## config.mk

```make
export PLATFORM = sky130hd
export DESIGN_NAME = fp32_multiplier_unit
export DESIGN_NICKNAME = d
export VERILOG_FILES = /design/src/hw/rtl/fpm_pkg.sv /design/src/hw/rtl/fpm_round.sv /design/src/hw/rtl/fp32_multiplier_unit.sv
export SDC_FILE = /design/constraint.sdc
export NUM_CORES = 2
export LEC_CHECK = 0
export BUFFER_PORTS_ARGS = -buffer_cell sky130_fd_sc_hd__buf_2
export CAP_MARGIN = 10
export CELL_PAD_IN_SITES_DETAIL_PLACEMENT = 1
export CELL_PAD_IN_SITES_GLOBAL_PLACEMENT = 2
export CORE_ASPECT_RATIO = 0.8
export CORE_MARGIN = 5
export CORE_UTILIZATION = 40
export DETAILED_ROUTE_END_ITERATION = 8
export PLACE_DENSITY = 0.83
export SETUP_SLACK_MARGIN = 0.05
export SLEW_MARGIN = 10
export SYNTH_ARGS = -nofsm -noshare
export SYNTH_HDL_FRONTEND = slang
export SYNTH_SLANG_ARGS = --single-unit
```

## constraint.sdc

```tcl
create_clock -name clock -period 26.9 [get_ports clock]
set_input_delay 5.38 -clock clock [delete_from_list [all_inputs] [get_ports clock]]
set_output_delay 5.38 -clock clock [all_outputs]
set_load 0.005 [all_outputs]
```

## src/hw/rtl/fpm_pkg.sv

```systemverilog
// ----------------------------------------------------------------------------
// fpm_pkg
// Shared widths and constants for the single-precision multiplier.
// ----------------------------------------------------------------------------
package fpm_pkg;
   localparam int unsigned WORD_W  = 32;
   localparam int unsigned EXP_W   = 8;
   localparam int unsigned FRAC_W  = 23;
   localparam int unsigned SIG_W   = 24;
   localparam int unsigned PROD_W  = 48;
   localparam int unsigned XEXP_W  = 10;   // signed working exponent
   localparam logic signed [XEXP_W-1:0] EXP_BIAS = 10'sd127;
   localparam logic signed [XEXP_W-1:0] EXP_MAX  = 10'sd255;
   localparam int unsigned DEFAULT_SKID = 2;

   typedef struct packed {
      logic                     sign;
      logic signed [XEXP_W-1:0] exp;
      logic [PROD_W-1:0]        prod;
   } mul_stage_type;
endpackage

```

## src/hw/rtl/fpm_round.sv

```systemverilog
// ----------------------------------------------------------------------------
// fpm_round
// Normalize, round to nearest even, and pack with overflow / underflow.
// Two register stages; advances when en is high.
// ----------------------------------------------------------------------------
module fpm_round (
   input  logic                  clock,
   input  logic                  en,
   input  fpm_pkg::mul_stage_type d,
   output logic [31:0]           product,
   output logic                  overflowed,
   output logic                  underflowed
);
   import fpm_pkg::*;

   logic                     sign_ff;
   logic signed [XEXP_W-1:0] exp_ff, exp_in;
   logic [SIG_W-1:0]         sig_ff, sig_in;
   logic [SIG_W-1:0]         nsig;
   logic                     rnd, sticky;
   logic [SIG_W:0]           inc;
   logic [4:0]               sh;
   logic [SIG_W-1:0]         dsig;
   logic [31:0]              product_ff, product_in;
   logic                     ovf_ff, ovf_in, unf_ff, unf_in;

   always_comb begin
      if (d.prod[PROD_W-1]) begin
         nsig   = d.prod[47:24];
         rnd    = d.prod[23];
         sticky = |d.prod[22:0];
         exp_in = d.exp + 10'sd1;
      end else begin
         nsig   = d.prod[46:23];
         rnd    = d.prod[22];
         sticky = |d.prod[21:0];
         exp_in = d.exp;
      end
      inc    = {1'b0, nsig} + {{SIG_W{1'b0}}, (rnd & (sticky | nsig[0]))};
      sig_in = inc[SIG_W] ? inc[SIG_W:1] : inc[SIG_W-1:0];
      if (inc[SIG_W]) exp_in = exp_in + 10'sd1;
   end

   always_comb begin
      sh = (-exp_ff >= 10'sd24) ? 5'd24 : 5'((-exp_ff));
      dsig = (sh >= 5'd24) ? '0 : (sig_ff >> sh);
      ovf_in = 1'b0;
      unf_in = 1'b0;
      if (exp_ff >= EXP_MAX) begin
         product_in = {sign_ff, 8'hFF, 23'd0};
         ovf_in = 1'b1;
      end else if (exp_ff < 0) begin
         product_in = {sign_ff, 8'd0, dsig[FRAC_W-1:0]};
         unf_in = 1'b1;
      end else begin
         product_in = {sign_ff, exp_ff[EXP_W-1:0], sig_ff[FRAC_W-1:0]};
      end
   end

   always_ff @(posedge clock) begin
      if (en) begin
         sign_ff    <= d.sign;
         exp_ff     <= exp_in;
         sig_ff     <= sig_in;
         product_ff <= product_in;
         ovf_ff     <= ovf_in;
         unf_ff     <= unf_in;
      end
   end

   assign product     = product_ff;
   assign overflowed  = ovf_ff;
   assign underflowed = unf_ff;
endmodule

```

## src/hw/rtl/fp32_multiplier_unit.sv

```systemverilog
// Stages from req accept to the skid: operand, multiply x2, round x2; the skid then drives rsp_valid.
// Throughput: one word per cycle; the pipeline stalls as a whole when rsp is held,
// and a two-entry skid keeps req_ready independent of rsp_ready.
// Reset clears all valid bits and the skid count; data registers are not reset.
// ----------------------------------------------------------------------------
// fp32_multiplier_unit
// Pipelined IEEE 754 single-precision multiplier with valid/ready channels.
// ----------------------------------------------------------------------------
module fp32_multiplier_unit (
   input  logic        clock,
   input  logic        reset,
   input  logic        req_valid,
   output logic        req_ready,
   input  logic [31:0] req_operand_a,
   input  logic [31:0] req_operand_b,
   output logic        rsp_valid,
   input  logic        rsp_ready,
   output logic [31:0] rsp_product,
   output logic        rsp_overflowed,
   output logic        rsp_underflowed
);
   import fpm_pkg::*;

   localparam int unsigned DEPTH = 5;

   logic [DEPTH-1:0] vld_ff, vld_in;
   logic             en;
   logic [1:0]       cnt_ff, cnt_in;
   logic [33:0]      skid_ff [2];
   logic [33:0]      res;
   logic             push, pop;

   // stage 1: operands
   logic [31:0] a_ff, b_ff;
   // stage 2: partial products (split 24x12)
   logic                     s2_sign_ff;
   logic signed [XEXP_W-1:0] s2_exp_ff;
   logic [35:0]              pp_lo_ff, pp_hi_ff;
   // stage 3: product
   mul_stage_type            s3_ff, s3_in;
   logic [SIG_W-1:0]         ma, mb;
   logic [31:0]              prod;
   logic                     ovf, unf;

   // hold the pipe when the last stage has a word and the skid is full
   assign en        = !(vld_ff[DEPTH-1] && cnt_ff == 2'd2);
   assign req_ready = en;

   assign ma = {1'b1, a_ff[22:0]};
   assign mb = {1'b1, b_ff[22:0]};

   always_comb begin
      s3_in.sign = s2_sign_ff;
      s3_in.exp  = s2_exp_ff;
      s3_in.prod = {12'd0, pp_lo_ff} + {pp_hi_ff, 12'd0};
   end

   always_ff @(posedge clock) begin
      if (en) begin
         a_ff       <= req_operand_a;
         b_ff       <= req_operand_b;
         s2_sign_ff <= a_ff[31] ^ b_ff[31];
         s2_exp_ff  <= $signed({2'b0, a_ff[30:23]}) + $signed({2'b0, b_ff[30:23]})
                       - EXP_BIAS;
         pp_lo_ff   <= ma * {12'd0, mb[11:0]};
         pp_hi_ff   <= ma * {12'd0, mb[23:12]};
         s3_ff      <= s3_in;
      end
   end

   fpm_round u_round (
      .clock      (clock),
      .en         (en),
      .d          (s3_ff),
      .product    (prod),
      .overflowed (ovf),
      .underflowed(unf)
   );

   assign vld_in = {vld_ff[DEPTH-2:0], req_valid};
   assign res    = {prod, ovf, unf};
   assign push   = en & vld_ff[DEPTH-1];
   assign pop    = rsp_valid & rsp_ready;

   always_comb begin
      cnt_in = cnt_ff + {1'b0, push} - {1'b0, pop};
   end

   always_ff @(posedge clock) begin
      if (reset) begin
         vld_ff <= '0;
         cnt_ff <= '0;
      end else begin
         if (en) vld_ff <= vld_in;
         cnt_ff <= cnt_in;
      end
   end

   // two-entry fifo, head at index 0
   always_ff @(posedge clock) begin
      if (pop) begin
         if (push && cnt_ff == 2'd1) skid_ff[1'b0] <= res;
         else skid_ff[1'b0] <= skid_ff[1'b1];
         if (push && cnt_ff == 2'd2) skid_ff[1'b1] <= res;
      end else if (push) begin
         skid_ff[cnt_ff[0]] <= res;
      end
   end

   assign rsp_valid       = cnt_ff != 2'd0;
   assign rsp_product     = skid_ff[0][33:2];
   assign rsp_overflowed  = skid_ff[0][1];
   assign rsp_underflowed = skid_ff[0][0];

`ifndef SYNTHESIS
   a_cnt_max: assert property (@(posedge clock) disable iff (reset) cnt_ff <= 2'd2)
      else $error("skid overfilled");
   a_flags: assert property (@(posedge clock) disable iff (reset)
      rsp_valid |-> !(rsp_overflowed && rsp_underflowed))
      else $error("both flags set");
   a_no_push_full: assert property (@(posedge clock) disable iff (reset)
      (cnt_ff == 2'd2 && !pop) |-> !push)
      else $error("push into full skid");
`endif
endmodule

```

; ---- After elaboration in Yosys (flattened, before gate mapping)
; Memories as Yosys holds them, arrays and structs flattened.
; Index checks and enable logic that the tools add are counted.
[word_totals]
register_bits = 282
ram_bits = 68
in_bits = 68
out_inout_bits = 36
elab_cells = 83
mem_count = 1
[mem_list]
columns = name, depth, word_bits, rd, rd_clocked_by_memory_dff, write_ports, line
row1 = skid_ff, 2, 34, 2, 0, 1, fp32_multiplier_unit.sv:29  ; logic [33:0] skid_ff [2];
[classes]
addsub = 9
mul = 2
n_lt_le_gt_ge = 4
eq_ne = 2
n_shift = 1
n_mux = 30
bitwise_logic = 6
n_reduce_logical = 9
[ops]
columns = cell, count
row1 = $mux 34, 3
row2 = $mul 24x12->36, 2
row3 = $reduce_or 34->1, 2
row4 = $add 36x48->48, 1
row5 = $mux 23, 2
row6 = $mux 31, 1
row7 = $add 24x1->25, 1
row8 = $mux 24, 1
row9 = $shr 24x5->23, 1
row10 = $reduce_or 23->1, 1
row11 = $reduce_or 22->1, 1
row12 = $add 10x2->10 const B, 2
row13 = $mux 1, 20
row14 = $mux 10, 2
row15 = $ge 10x6->1 const B, 1
row16 = $ge 10x9->1 const B, 1
row17 = $lt 10x1->1 const B, 1
row18 = $neg 10->10, 1
row19 = $sub 9x7->10 const B, 1
row20 = $add 8x8->9, 1
row21 = $ge 5x5->1 const B, 1
row22 = $mux 5, 1
row23 = $and 1x1->1, 3
row24 = $logic_and 1x1->1, 3
row25 = 8 further kinds, 9

; ---- Longest topological paths before layout
[depth]
depth_word = 11
depth_mapped = 23
ltp_nobuf = 21

; ---- Modules after synthesis
; Synthesis repeated with hierarchy kept, for this count alone.
[hier_totals]
cells_unflattened = 3398
hier_area_um2 = 34264.1
[by_module_without_submodules]
columns = module, n_inst, cells_per_inst, area_per_inst_um2, seq_area_each_um2
row1 = fp32_multiplier_unit, 1, 2734, 28404.7, 8368.0
row2 = fpm_round, 1, 664, 5859.4, 2072.0

; ---- Worst setup path after synthesis
; Ideal clock, no wire load.
[synth_path]
path_type = register to output
from = register cnt_ff[0]
to = output req_ready
arrival_ns = 7.183
required_ns = 21.520
path_slack_ns = 14.337
stages_incl_launch_ff = 3
n_path_buf = 0
cell_sequence = dfxtp_1 -> inv_1 -> nand3_1
[synth_via]
elab_chain_len = 3
[synth_rtl]
columns = element, line
row1 = "start, declared", fp32_multiplier_unit.sv:28  ; logic [1:0] cnt_ff, cnt_in;
row2 = "start signal, assigned", fp32_multiplier_unit.sv:95  ; cnt_ff <= cnt_in;
row3 = $eq 2x2->1, fp32_multiplier_unit.sv:46  ; assign en = !(vld_ff[DEPTH-1] && cnt_ff == 2'd2);
row4 = $logic_and 1x1->1, fp32_multiplier_unit.sv:46
row5 = $logic_not 1->1, fp32_multiplier_unit.sv:46
row6 = "end, declared", fp32_multiplier_unit.sv:13  ; output logic req_ready,
; Every way passes these cells.

; ---- Worst setup path after layout
; Ends and elaborated chain as after synthesis.

==> results.json <==
{
  "wirelength_um": 87200,
  "antennaDiodeCount": 0,
  "cts_made_buffers": 44,
  "fin_crit_sh_pct": 27.7,
  "final_nets": 4121,
  "first_iter_violations": 1503,
  "layout_min_cycle_time_ps": 7460,
  "first_pass_iters": 5,
  "synth_ff_type": "edfxtp_1",
  "setup_viol": 0,
  "hold_viol": 0,
  "portBuffers": 103,
  "synth.avg_cell_area_um2": 10.1,
  "drv_slew": 0,
  "remaining_drc_errors": 0,
  "dieHeight_um": 271,
  "cp_cell_sequence": "inv_1 > nand3_4 > buf_2",
  "worstPathRequired_ps": 21520,
  "final.setup_skew_ps": 32.7,
  "postCtsResizedCells": 0,
  "worstPathArrival_ps": 2080,
  "hold_depth": 0,
  "vias": 23800,
  "final.setup.tns_ps": 0,
  "grt_pass1_vias": 25800,
  "holdPathEnd": "u_round.product[31]$_DFFE_PN_",
  "initial_core_util_pct": 40.4,
  "path_max_fanout": 50,
  "clock-sinks": 350,
  "worstReg2RegStart": "a_ff[5]$_DFFE_PN_",
  "slew_headroom_pct": 20.6,
  "layout-drive-gt1-share_pct": 8.06,
  "grt_max_degree": 71,
  "worstRegToRegCells": 19,
  "worst_setup_path_start_kind": "flop",
  "die_area_mm2": 0.0908,
  "grt_antenna_before_repair": 0,
  "syn-num-nets": 4076,
  "wl_per_cell_um": 19.1,
  "max_freq_mhz": 134,
  "reg2reg_to": "pp_lo_ff[32]$_DFFE_PN_",
  "cts_tree": "done",
  "cts_setup_buffers": 0,
  "synth_xor_area_share_pct": 3.64,
  "yosys_warnings": 0,
  "slowest_delay_ps": 590,
  "multi_input_area_mm2": 0.0206,
  "finalWorstSetupSlack_ps": 19440,
  "hp-class": "reg2reg",
  "rsz0062_at_grt": "false",
  "yosys.area_share.adder_pct": 33.3,
  "grt_pass1_wl_um": 142000,
  "cts_max_level": 2,
  "synth_top_family_by_area": "adder cells",
  "synth_edf_count": 343,
  "ant_nets": 0,
  "synthMuxAreaShare_pct": 2.68,
  "holdBufCountCts": 0,
  "utilization_pct": 44.1,
  "outcome": "complete, no violations",
  "core_mm2": 0.0840,
  "overflow": 0,
  "ys_seq_area_share_pct": 30.8,
  "clk_path_buf_depth": 3,
  "area_growth_pct": 9.17,
  "synth-seq-cells": 350,
  "place_ws_ps": 19670,
  "r2r_slack_ps": 19640,
  "io_pins": 104,
  "root_buffer": "clkbuf_16",
  "gp_congestion": 0.883,
  "crit_slowest_cell": "nand3_4",
  "fillers": 9364,
  "seq_area_mm2": 0.0104,
  "maxCapViolations": 0,
  "dieWidth_um": 336,
  "vias_per_cell": 5.21,
  "tightest_slew_ps": 1190,
  "synthSimpleGateAreaFrac_pct": 13.1,
  "critPathCaptureType": "output pin",
  "syn_area_mm2": 0.0339,
  "dp_hpwl_um": 66400,
  "worstHoldStart": "u_round.sign_ff$_DFFE_PN_",
  "clk_latency_ps": 600,
  "ys_types": 87,
  "num_rows": 95,
  "synth_compound_area_share_pct": 8.01,
  "syn_inst": 3371,
  "track_usage_pct": 19.5,
  "ys_async_sr_fraction_pct": 0,
  "worstSetupPathType": "reg2out",
  "clk_pin_slew_ps": 70
}
[sequential cells by signal, indices dropped and copies added (netlist names), 2 cells and up]
| register | count |
|---|---|
| a_ff | 32 |
| b_ff | 32 |
| s3_ff | 59 |
| skid_ff | 68 |
| pp_hi_ff | 36 |
| vld_ff | 5 |
| u_round.exp_ff | 10 |
| u_round.product | 32 |
| s2_exp_ff | 10 |
| cnt_ff | 2 |
| pp_lo_ff | 36 |
| u_round.sig_ff | 24 |
[layout make-up]
class	instances	area share, %
tap	1115	3.77
timing repair buffer	141	2.16
sequential	350	28.2
multi-input combinational	2256	55.6
clock buffer	50	3.03
clock inverter	30	0.919
inverter	623	6.31
[cell usage in the layout (no fill, tap or decap), types with 10 or more instances in the layout]
master     Yosys  final
inv_1        622    622
nand2_1      549    549
fa_1         442    442
edfxtp_1     343    343
ha_1         195    195
nor2_1       149    149
and2_1       118    118
buf_2         11    103
a21oi_1      100    100
xnor2_1       97     97
o21ai_0       66     66
mux2_2        46     46
xor2_1        44     44
clkbuf_16      0     44
nand3_1       43     42
mux2i_1       39     39
buf_4          1     38
a21o_1        33     33
nor3_1        27     27
and3_1        20     20
a211oi_1      19     19
o211ai_1      17     17
o21bai_1      16     16
o21a_1        16     16
nor2b_1       16     16
nand2b_1      15     15
a31oi_1       12     12
a2bb2oi_1     11     11
a22oi_1       11     11
nand4_1       10     10
nor4_1        10     10
o22ai_1       10     10
[synth_stat cells, types with 17 or more instances]
library cell | instances | area, um2
nor2_1 | 149 | 559
xor2_1 | 44 | 385
nand3_1 | 43 | 215
fa_1 | 442 | 8850
a21oi_1 | 100 | 500
nor3_1 | 27 | 135
xnor2_1 | 97 | 850
clkbuf_1 | 123 | 462
mux2i_1 | 39 | 390
and2_1 | 118 | 738
a21o_1 | 33 | 248
o211ai_1 | 17 | 128
a211oi_1 | 19 | 143
edfxtp_1 | 343 | 10300
mux2_2 | 46 | 518
o21ai_0 | 66 | 330
ha_1 | 195 | 2440
and3_1 | 20 | 125
nand2_1 | 549 | 2060
inv_1 | 622 | 2330
[routing by layer]
metal	vias to the layer above	global-route usage [%]	wire length, um
met3	80	3.18	4560
met2	431	31.6	40200
met1	12300	28.4	41200
met4	0	3.02	1210
li1	10900	-	-
met5	-	0	0
[worst max-delay path by stage]
stage,from,to,slack [ps],cells after the start
global route,cnt_ff[0]$_SDFF_PP0_,req_ready,19250,3
global placement,rsp_ready,skid_ff[0][32]$_DFFE_PP_,19830,9
finish,cnt_ff[0]$_SDFF_PP0_,req_ready,19440,3
CTS,cnt_ff[0]$_SDFF_PP0_,req_ready,19350,3
detailed placement,rsp_ready,skid_ff[0][28]$_DFFE_PP_,19670,9
floorplan,cnt_ff[0]$_SDFF_PP0_,req_ready,14340,2
[through the flow]
step	hold slack, ps	instance area, um2	cells
final	417	37000	4565
after global routing	432	37000	4565
after CTS	414	37000	4565
after detailed placement	406	35600	4485
after global placement	400	35600	4485
after floorplan	400	33900	3371
[cell families after synthesis]
group,count (synthesis)
mux,85
flops,350
compound gates,401
xor+xnor,141
buf+inv,765
fa+ha+maj,637
simple gates,992
[critical path, delay by kind of cell (launching register included)]
| kind | cells | cell delay [ps] |
|---|---|---|
| simple gates | 1 | 590 |
| buf+inv | 2 | 540 |
| flops | 1 | 350 |
Power is not shown: default switching activity piles up to over one toggle a cycle in this logic, so the estimate is an artifact.
